===== config.mk =====
export PLATFORM = sky130hd
export DESIGN_NAME = hit_count_replacement_cache
export DESIGN_NICKNAME = d
export VERILOG_FILES = /design/src/hdl/hcrc_pkg.sv /design/src/hdl/hcrc_cell.sv /design/src/hdl/hit_count_replacement_cache.sv
export SDC_FILE = /design/constraint.sdc
export NUM_CORES = 2
export LEC_CHECK = 0
export BUFFER_PORTS_ARGS = -buffer_cell sky130_fd_sc_hd__buf_2
export CAP_MARGIN = 20
export CORE_AREA = 2 2 602 305
export DETAILED_ROUTE_END_ITERATION = 6
export DIE_AREA = 0 0 604 307
export GPL_TIMING_DRIVEN = 1
export PLACE_DENSITY_LB_ADDON = 0.12
export SETUP_SLACK_MARGIN = 0.05
export SLEW_MARGIN = 10
export SYNTH_ARGS = -nofsm -noshare
export SYNTH_HDL_FRONTEND = slang
export SYNTH_SLANG_ARGS = --single-unit

===== constraint.sdc =====
create_clock -name clock -period 9.4 [get_ports clock]
set_clock_uncertainty 0.1 [all_clocks]
set_input_delay 1.41 -clock clock [delete_from_list [all_inputs] [get_ports clock]]
set_output_delay 1.41 -clock clock [all_outputs]
set_load 0.02 [all_outputs]

===== src/hdl/hcrc_pkg.sv =====
`timescale 1ns / 1ps
// Package for the hit-count replacement cache: sizes, request codes, the
// top's word types, and the scan token, write command and release types
// shared by the cell and top. Depends on nothing.
package hcrc_pkg;

   localparam int SLOT_COUNT  = 8;
   localparam int ID_BITS     = 16;
   localparam int HANDLE_BITS = 32;
   localparam int COUNT_BITS  = 16;
   localparam int IDX_BITS    = $clog2(SLOT_COUNT);

   localparam logic [1:0] REQ_LOOKUP = 2'd0;
   localparam logic [1:0] REQ_INSERT = 2'd1;
   localparam logic [1:0] REQ_CLEAR  = 2'd2;

   typedef struct packed {
      logic [1:0]             req_type;
      logic [ID_BITS-1:0]     media_id;
      logic [HANDLE_BITS-1:0] image_handle;
   } hcrc_req_word_type;

   typedef struct packed {
      logic                   hit;
      logic [IDX_BITS-1:0]    slot_index;
      logic [HANDLE_BITS-1:0] retained_handle;
      logic                   release_valid;
      logic [HANDLE_BITS-1:0] release_handle;
      logic                   last_result;
   } hcrc_rsp_word_type;

   // Scan token that walks the row of cells, one cell per cycle.
   typedef struct packed {
      logic                   active;
      logic [1:0]             op;
      logic [ID_BITS-1:0]     media_id;
      logic                   hit_found;
      logic [IDX_BITS-1:0]    hit_idx;
      logic [HANDLE_BITS-1:0] hit_handle;
      logic                   empty_found;
      logic [IDX_BITS-1:0]    empty_idx;
      logic                   min_found;
      logic [IDX_BITS-1:0]    min_idx;
      logic [COUNT_BITS-1:0]  min_count;
      logic [HANDLE_BITS-1:0] min_handle;
   } hcrc_token_type;

   // Write command broadcast to all cells; only the addressed cell acts.
   typedef struct packed {
      logic                   en;
      logic                   incr;
      logic [IDX_BITS-1:0]    idx;
      logic [ID_BITS-1:0]     media_id;
      logic [HANDLE_BITS-1:0] handle;
   } hcrc_wr_type;

   typedef struct packed {
      logic                   valid;
      logic [IDX_BITS-1:0]    idx;
      logic [HANDLE_BITS-1:0] handle;
   } hcrc_rel_type;

endpackage


===== src/hdl/hcrc_cell.sv =====
`timescale 1ns / 1ps
// One slot of the cache: holds id, handle and hit count, updates the scan token
// as it passes and hands it on. Depends on hcrc_pkg.
module hcrc_cell
   import hcrc_pkg::*;
(
   input  logic                clock,
   input  logic                reset,
   input  logic [IDX_BITS-1:0] cell_index,
   input  hcrc_token_type      tok_prev,
   output hcrc_token_type      tok_next,
   input  hcrc_wr_type         wr,
   output hcrc_rel_type        rel
);

   logic                   valid_ff, valid_in;
   logic [ID_BITS-1:0]     asset_ff, asset_in;
   logic [HANDLE_BITS-1:0] handle_ff, handle_in;
   logic [COUNT_BITS-1:0]  count_ff, count_in;
   hcrc_token_type         tok_ff, tok_in;
   logic                   match;

   always_comb begin
      tok_in    = tok_prev;
      rel       = '0;
      valid_in  = valid_ff;
      asset_in  = asset_ff;
      handle_in = handle_ff;
      count_in  = count_ff;
      match     = valid_ff && (asset_ff == tok_prev.media_id);

      if (tok_prev.active) begin
         if (!tok_prev.hit_found && match) begin
            tok_in.hit_found  = 1'b1;
            tok_in.hit_idx    = cell_index;
            tok_in.hit_handle = handle_ff;
         end
         if (!tok_prev.empty_found && !valid_ff) begin
            tok_in.empty_found = 1'b1;
            tok_in.empty_idx   = cell_index;
         end
         // Strict compare keeps the lowest index on a tie.
         if (!tok_prev.min_found || (count_ff < tok_prev.min_count)) begin
            tok_in.min_found  = 1'b1;
            tok_in.min_idx    = cell_index;
            tok_in.min_count  = count_ff;
            tok_in.min_handle = handle_ff;
         end
         if (tok_prev.op == REQ_CLEAR) begin
            if (valid_ff) begin
               rel.valid  = 1'b1;
               rel.idx    = cell_index;
               rel.handle = handle_ff;
            end
            valid_in = 1'b0;
            count_in = '0;
         end
      end

      if (wr.en && (wr.idx == cell_index)) begin
         if (wr.incr) begin
            if (count_ff != {COUNT_BITS{1'b1}}) begin
               count_in = count_ff + COUNT_BITS'(1);
            end
         end else begin
            valid_in  = 1'b1;
            asset_in  = wr.media_id;
            handle_in = wr.handle;
            count_in  = '0;
         end
      end
   end

   always_ff @(posedge clock) begin
      if (reset) begin
         valid_ff <= 1'b0;
         count_ff <= '0;
         tok_ff   <= '0;
      end else begin
         valid_ff <= valid_in;
         count_ff <= count_in;
         tok_ff   <= tok_in;
      end
      asset_ff  <= asset_in;
      handle_ff <= handle_in;
   end

   assign tok_next = tok_ff;

endmodule


===== src/hdl/hit_count_replacement_cache.sv =====
`timescale 1ns / 1ps
// Hit-count replacement cache top level: row of slot cells plus the request
// sequencer and result register. Depends on hcrc_pkg and hcrc_cell.
//
// Usage: a request word (lookup, insert or clear) is taken at a rising edge
// where start is high and busy is low. Results leave on rsp_word, each valid
// for exactly one cycle while rsp_strobe is high; the receiver cannot stall
// them, so it must take every word as it comes. last_result marks the final
// word of a request.
// A lookup, a clear or an insert with a nonzero handle sends a scan token
// through the SLOT_COUNT cells, one cell per cycle; the token gathers the
// first match, the first empty slot and the lowest count as it goes.
// Lookup and insert: the result is registered once the token leaves the last
// cell. An insert or a lookup hit then writes the chosen slot, and busy
// stays high until that write is done; a lookup miss drops busy at the end
// of the scan.
// Clear: each held handle is released as the token passes its slot, and the
// last word follows the scan; busy stays high until the scan ends.
// An insert with a zero handle or an unused request code gives one empty
// result on the next cycle and leaves busy low.
// Reset empties every slot and drops any request in flight.
module hit_count_replacement_cache
   import hcrc_pkg::*;
(
   input  logic              clock,
   input  logic              reset,
   input  logic              start,
   output logic              busy,
   input  hcrc_req_word_type req_word,
   output logic              rsp_strobe,
   output hcrc_rsp_word_type rsp_word
);

   localparam logic ST_IDLE = 1'b0;
   localparam logic ST_SCAN = 1'b1;

   logic                   state_ff, state_in;
   hcrc_req_word_type      req_ff, req_in;
   hcrc_wr_type            wr_ff, wr_in;
   logic                   rsp_strobe_ff, rsp_strobe_in;
   hcrc_rsp_word_type      rsp_ff, rsp_in;
   hcrc_rel_type           pend_ff, pend_in;

   hcrc_token_type         tok_chain [SLOT_COUNT+1];
   hcrc_rel_type           rel_cell  [SLOT_COUNT];
   hcrc_rel_type           rel_any;
   hcrc_token_type         tail;
   logic [SLOT_COUNT-1:0]  tok_active_vec;
   logic [SLOT_COUNT-1:0]  rel_valid_vec;
   logic                   accept;
   logic                   scan_op;
   logic                   evict;
   logic [IDX_BITS-1:0]    pick;

   assign busy   = (state_ff == ST_SCAN) || wr_ff.en;
   assign accept = start && !busy;
   assign tail   = tok_chain[SLOT_COUNT];

   always_comb begin
      scan_op = (req_word.req_type == REQ_LOOKUP) || (req_word.req_type == REQ_CLEAR) ||
                ((req_word.req_type == REQ_INSERT) && (req_word.image_handle != '0));
      tok_chain[0]          = '0;
      tok_chain[0].active   = accept && scan_op;
      tok_chain[0].op       = req_word.req_type;
      tok_chain[0].media_id = req_word.media_id;
   end

   for (genvar gi = 0; gi < SLOT_COUNT; gi++) begin : g_cell
      hcrc_cell u_cell (
         .clock      (clock),
         .reset      (reset),
         .cell_index (IDX_BITS'(gi)),
         .tok_prev   (tok_chain[gi]),
         .tok_next   (tok_chain[gi+1]),
         .wr         (wr_ff),
         .rel        (rel_cell[gi])
      );
      assign tok_active_vec[gi] = tok_chain[gi+1].active;
      assign rel_valid_vec[gi]  = rel_cell[gi].valid;
   end

   // Only the cell holding the token can release, so the lanes merge by OR.
   always_comb begin
      rel_any = '0;
      for (int i = 0; i < SLOT_COUNT; i++) begin
         rel_any = rel_any | rel_cell[i];
      end
   end

   always_comb begin
      evict = !tail.hit_found && !tail.empty_found;
      if (tail.hit_found) begin
         pick = tail.hit_idx;
      end else if (tail.empty_found) begin
         pick = tail.empty_idx;
      end else begin
         pick = tail.min_idx;
      end
   end

   always_comb begin
      state_in      = state_ff;
      req_in        = req_ff;
      wr_in         = '0;
      rsp_strobe_in = 1'b0;
      rsp_in        = '0;
      pend_in       = pend_ff;

      unique case (state_ff)
         ST_IDLE: begin
            if (accept) begin
               req_in = req_word;
               if (scan_op) begin
                  state_in = ST_SCAN;
                  // The first cell sees the token in the accept cycle itself.
                  pend_in  = rel_any;
               end else begin
                  rsp_strobe_in      = 1'b1;
                  rsp_in.last_result = 1'b1;
               end
            end
         end
         ST_SCAN: begin
            // A clear holds back one release word so the final one can carry last_result.
            if (rel_any.valid) begin
               if (pend_ff.valid) begin
                  rsp_strobe_in         = 1'b1;
                  rsp_in.slot_index     = pend_ff.idx;
                  rsp_in.release_valid  = 1'b1;
                  rsp_in.release_handle = pend_ff.handle;
               end
               pend_in = rel_any;
            end
            if (tail.active) begin
               state_in           = ST_IDLE;
               rsp_strobe_in      = 1'b1;
               rsp_in             = '0;
               rsp_in.last_result = 1'b1;
               priority if (req_ff.req_type == REQ_LOOKUP) begin
                  if (tail.hit_found) begin
                     wr_in.en               = 1'b1;
                     wr_in.incr             = 1'b1;
                     wr_in.idx              = tail.hit_idx;
                     rsp_in.hit             = 1'b1;
                     rsp_in.slot_index      = tail.hit_idx;
                     rsp_in.retained_handle = tail.hit_handle;
                  end
               end else if (req_ff.req_type == REQ_INSERT) begin
                  wr_in.en          = 1'b1;
                  wr_in.incr        = 1'b0;
                  wr_in.idx         = pick;
                  wr_in.media_id    = req_ff.media_id;
                  wr_in.handle      = req_ff.image_handle;
                  rsp_in.slot_index = pick;
                  if (tail.hit_found) begin
                     rsp_in.release_valid  = 1'b1;
                     rsp_in.release_handle = tail.hit_handle;
                  end else if (evict) begin
                     rsp_in.release_valid  = 1'b1;
                     rsp_in.release_handle = tail.min_handle;
                  end
               end else begin
                  if (pend_ff.valid) begin
                     rsp_in.slot_index     = pend_ff.idx;
                     rsp_in.release_valid  = 1'b1;
                     rsp_in.release_handle = pend_ff.handle;
                  end
                  pend_in.valid = 1'b0;
               end
            end
         end
      endcase
   end

   always_ff @(posedge clock) begin
      if (reset) begin
         state_ff      <= ST_IDLE;
         wr_ff         <= '0;
         rsp_strobe_ff <= 1'b0;
         pend_ff       <= '0;
      end else begin
         state_ff      <= state_in;
         wr_ff         <= wr_in;
         rsp_strobe_ff <= rsp_strobe_in;
         pend_ff       <= pend_in;
      end
      req_ff <= req_in;
      rsp_ff <= rsp_in;
   end

   assign rsp_strobe = rsp_strobe_ff;
   assign rsp_word   = rsp_ff;

   a_single_token : assert property (@(posedge clock) disable iff (reset)
      $onehot0(tok_active_vec))
      else $error("more than one scan token in the cell row");

   a_single_release : assert property (@(posedge clock) disable iff (reset)
      $onehot0(rel_valid_vec))
      else $error("two cells released a handle in the same cycle");

   a_tail_in_scan : assert property (@(posedge clock) disable iff (reset)
      tail.active |-> (state_ff == ST_SCAN))
      else $error("scan token finished while the sequencer was idle");

   a_write_no_scan : assert property (@(posedge clock) disable iff (reset)
      wr_ff.en |-> ((tok_active_vec == '0) && !tok_chain[0].active))
      else $error("slot write overlaps a scan");

   a_hit_no_release : assert property (@(posedge clock) disable iff (reset)
      (rsp_strobe && rsp_word.hit) |-> (!rsp_word.release_valid && rsp_word.last_result))
      else $error("lookup hit word carries a release");

endmodule

==> flow_summary.toml <==
[timing]
slew_headroom_pct = 23.5
final.period_utilization_pct = 47.9
max_freq_mhz = 222
drv_slew = 0
period_needed_ns = 4.50
holdWs_ns = 0.316
setup_viol = 0
fin_setup_tns_ns = 0
hold_violations = 0
grt_setup_unrepaired = "false"
tightest_slew_ns = 1.15

[worst_setup_path]
endpoint_kind = "flop"
cp.required_ns = 9.94
arrival_ns = 5.04
startpoint_type = "input pin"
rrSetupSlack_ns = 5.24
reg2reg_from = "wr_ff[52]"
reg2reg_to = "pend_ff[28]"
rr_worst_depth = 9
crit_path_max_fanout = 50
critical_path_class = "input pin to flop"

[clock_tree]
cts_tree = "yes"
ctsResizeCount = 0
cts_sinks = 1562
numCtsBuffers = 152
clock_latency_ns = 0.81
cts_buffer_depth = 4
htree_levels = 4
cts_hold_buffers = 0
root_buffer = "clkbuf_16"
cts.clk_slew.worst_paths_ns = 0.06
post_cts_buffers = 0

[placed_design]
gp_congestion = 0.824
dpl.hpwl_mm = 122
io_buffers = 124
placed_cells = 7747

[synthesis]
syn_avg_cell_area_um2 = 11.2
yosysSeqAreaShare_pct = 58.5
ys_warn_count = 0
synth_cell_types = 97
syn-num-nets = 5587
synthArstFlopShare_pct = 0
synth_flop_cell = "dfxtp_1"
synth-seq-cells = 1562
yosysTopAreaCellShare_pct = 37.1
synth-edff-count = 434
synth_commonest_cells = "dfxtp_1 (1,128), nand2b_1 (543), mux2i_1 (532)"
netlist_instances = 5421
synth_top_cell_by_area = "dfxtp_1"
synth.area.top_cells = "dfxtp_1 (37%), edfxtp_1 (21%), mux2i_1 (8.8%)"
yosysMostFrequentCell = "dfxtp_1"
netlist_area_um2 = 60900

[min_path]
hold_path_startpoint = "g_cell[3].u_cell.tok_next[52]"
holdPathEnd = "g_cell[4].u_cell.tok_next[52]"
hold_path_class = "flop to flop"
hold_depth = 1

[route]
vias = 39622
antenna_left = 0
drcViolationCount = 3
routed_wl_mm = 187
wl_per_cell_um = 23.4
dr.pass1.iters = 7
via_per_inst = 4.93
drt_iter0_drc = 3932

[floorplanning]
core_um2 = 181000
die_w_um = 604
start_util_pct = 33.6
die-area_um2 = 185000
die-height_um = 307
rows = 111
ioPinCount = 125

[pwr]
vdd_drop_max_mv = 0.116
power.leakage_nw = 24.1
powerDensity_nw_per_um2 = 195

[global_routing]
grt_max_degree = 227
first_global_vias = 37350
grt_use_total_pct = 19.9
antenna_found_initial = 11
grt_pass1_wl_mm = 272
grt_overflow_total = 0

[finish]
areaGrowthSynthToFinish_pct = 13.1
finalNonFillerCells = 8029
drive_above_1_share_pct = 9.52
finalNetCount = 5638

[status]
failed_checks = "design-rule violations"
status = "finished with violations"

[job]
cap_violations = 0
==> registers in the layout, indices dropped and copies added, names as in the netlist <==
| name | flops |
|---|---|
| rsp_word | 70 |
| g_cell.u_cell.tok_next | 831 |
| req_ff | 50 |
| rsp_strobe | 1 |
| state_ff | 1 |
| g_cell.u_cell.asset_ff | 128 |
| g_cell.u_cell.valid_ff | 8 |
| wr_ff | 53 |
| g_cell.u_cell.count_ff | 128 |
| g_cell.u_cell.handle_ff | 256 |
| pend_ff | 36 |
==> layout by cell type, fill, tap and decap left out, drive strengths merged, types with 14 or more instances in the layout <==
cell,synthesis,layout
o21ai,86,86
and3,22,22
nand2,136,136
buf,108,200
a22oi,101,101
nor4,39,39
a21oi,223,223
inv,149,150
o2bb2ai,20,20
clkinv,1,36
a211oi,66,66
mux2i,532,532
nand3,103,103
xnor2,58,58
nand2b,543,543
and2,183,183
diode,0,14
ha,113,113
nor3b,23,23
nand4,58,58
a22o,19,19
nor3,49,49
edfxtp,434,434
a31oi,36,36
nor2b,146,146
or3,14,14
nor2,520,520
a21o,18,18
nand3b,16,16
clkbuf,195,215
xor2,76,76
a222oi,32,32
or2,17,17
dfxtp,1128,1128
and4,20,20
==> layout make-up <==
cell class / instances / area (µm²)
fillers: 17725 / 112000
flip-flops and latches: 1562 / 35600
multi-input cells: 3406 / 23500
clock buffers: 215 / 4290
well taps: 2429 / 3040
repair buffers: 200 / 1240
inverters: 150 / 564
clock inverters: 53 / 509
diodes: 14 / 35.0
==> report_power, final <==
part	internal, mW	total (mW)	switching (mW)
combinational	0.115	0.302	0.188
clock	3.43	6.11	2.67
sequential	6.95	6.98	0.0325
==> kinds of logic (layout without fill, tap and decap cells) <==
logic type	after synthesis	in the layout	share of synthesized area (%)
AO/OA/AOI/OAI	697	697	8.02
XOR/XNOR	134	134	1.93
adder cells (fa/ha/maj)	113	113	2.32
buffers and inverters	453	618	3.14
flip-flops	1562	1562	58.5
multiplexers	536	536	8.82
other	0	14	0
AND/OR/NAND/NOR	1926	1926	17.2
==> per-layer routing <==
metal | vias to the layer above | part of all wire, % | track usage [%]
met1 | 19281 | 56 | 34.7
li1 | 19015 | - | -
met5 | - | 0 | 0
met3 | 204 | 6.6 | 2.92
met4 | 0 | 1.5 | 3.33
met2 | 1122 | 36 | 24.7
==> critical path: stages <==
cell and delay, ns:
buf_2 0.12, nor4_1 0.52, nand4_1 0.72, o31ai_2 0.80
nor2_4 0.03, buf_4 0.35, and4_2 0.64, and2_1 0.32
==> how the worst max path moves through the flow <==
| stage | startpoint | to | slack [ns] |
|---|---|---|---|
| after floorplan | wr_ff[49] | g_cell[1].u_cell.count_ff[10] | 2.88 |
| after global placement | req_word[6] | g_cell[0].u_cell.tok_next[84] | 4.07 |
| after detailed placement | req_word[6] | g_cell[0].u_cell.tok_next[84] | 4.04 |
| after CTS | req_word[6] | g_cell[0].u_cell.tok_next[84] | 4.86 |
| after global routing | req_word[6] | g_cell[0].u_cell.tok_next[84] | 4.80 |
| final | req_word[6] | g_cell[0].u_cell.tok_next[84] | 4.90 |
==> stage by stage <==
step                utilization (%)  cell area, µm²  power, mW  setup WS, ns
finish                         38.0           68800       13.4          4.90
global route                   38.0           68800       13.9          4.80
CTS                            38.0           68800       13.6          4.86
detailed placement             35.4           64000       7.44          4.04
global placement               35.4           64000       7.44          4.07
floorplan                         -           60900       7.34          2.88
Note: power is estimated with default switching activity, not from simulation.
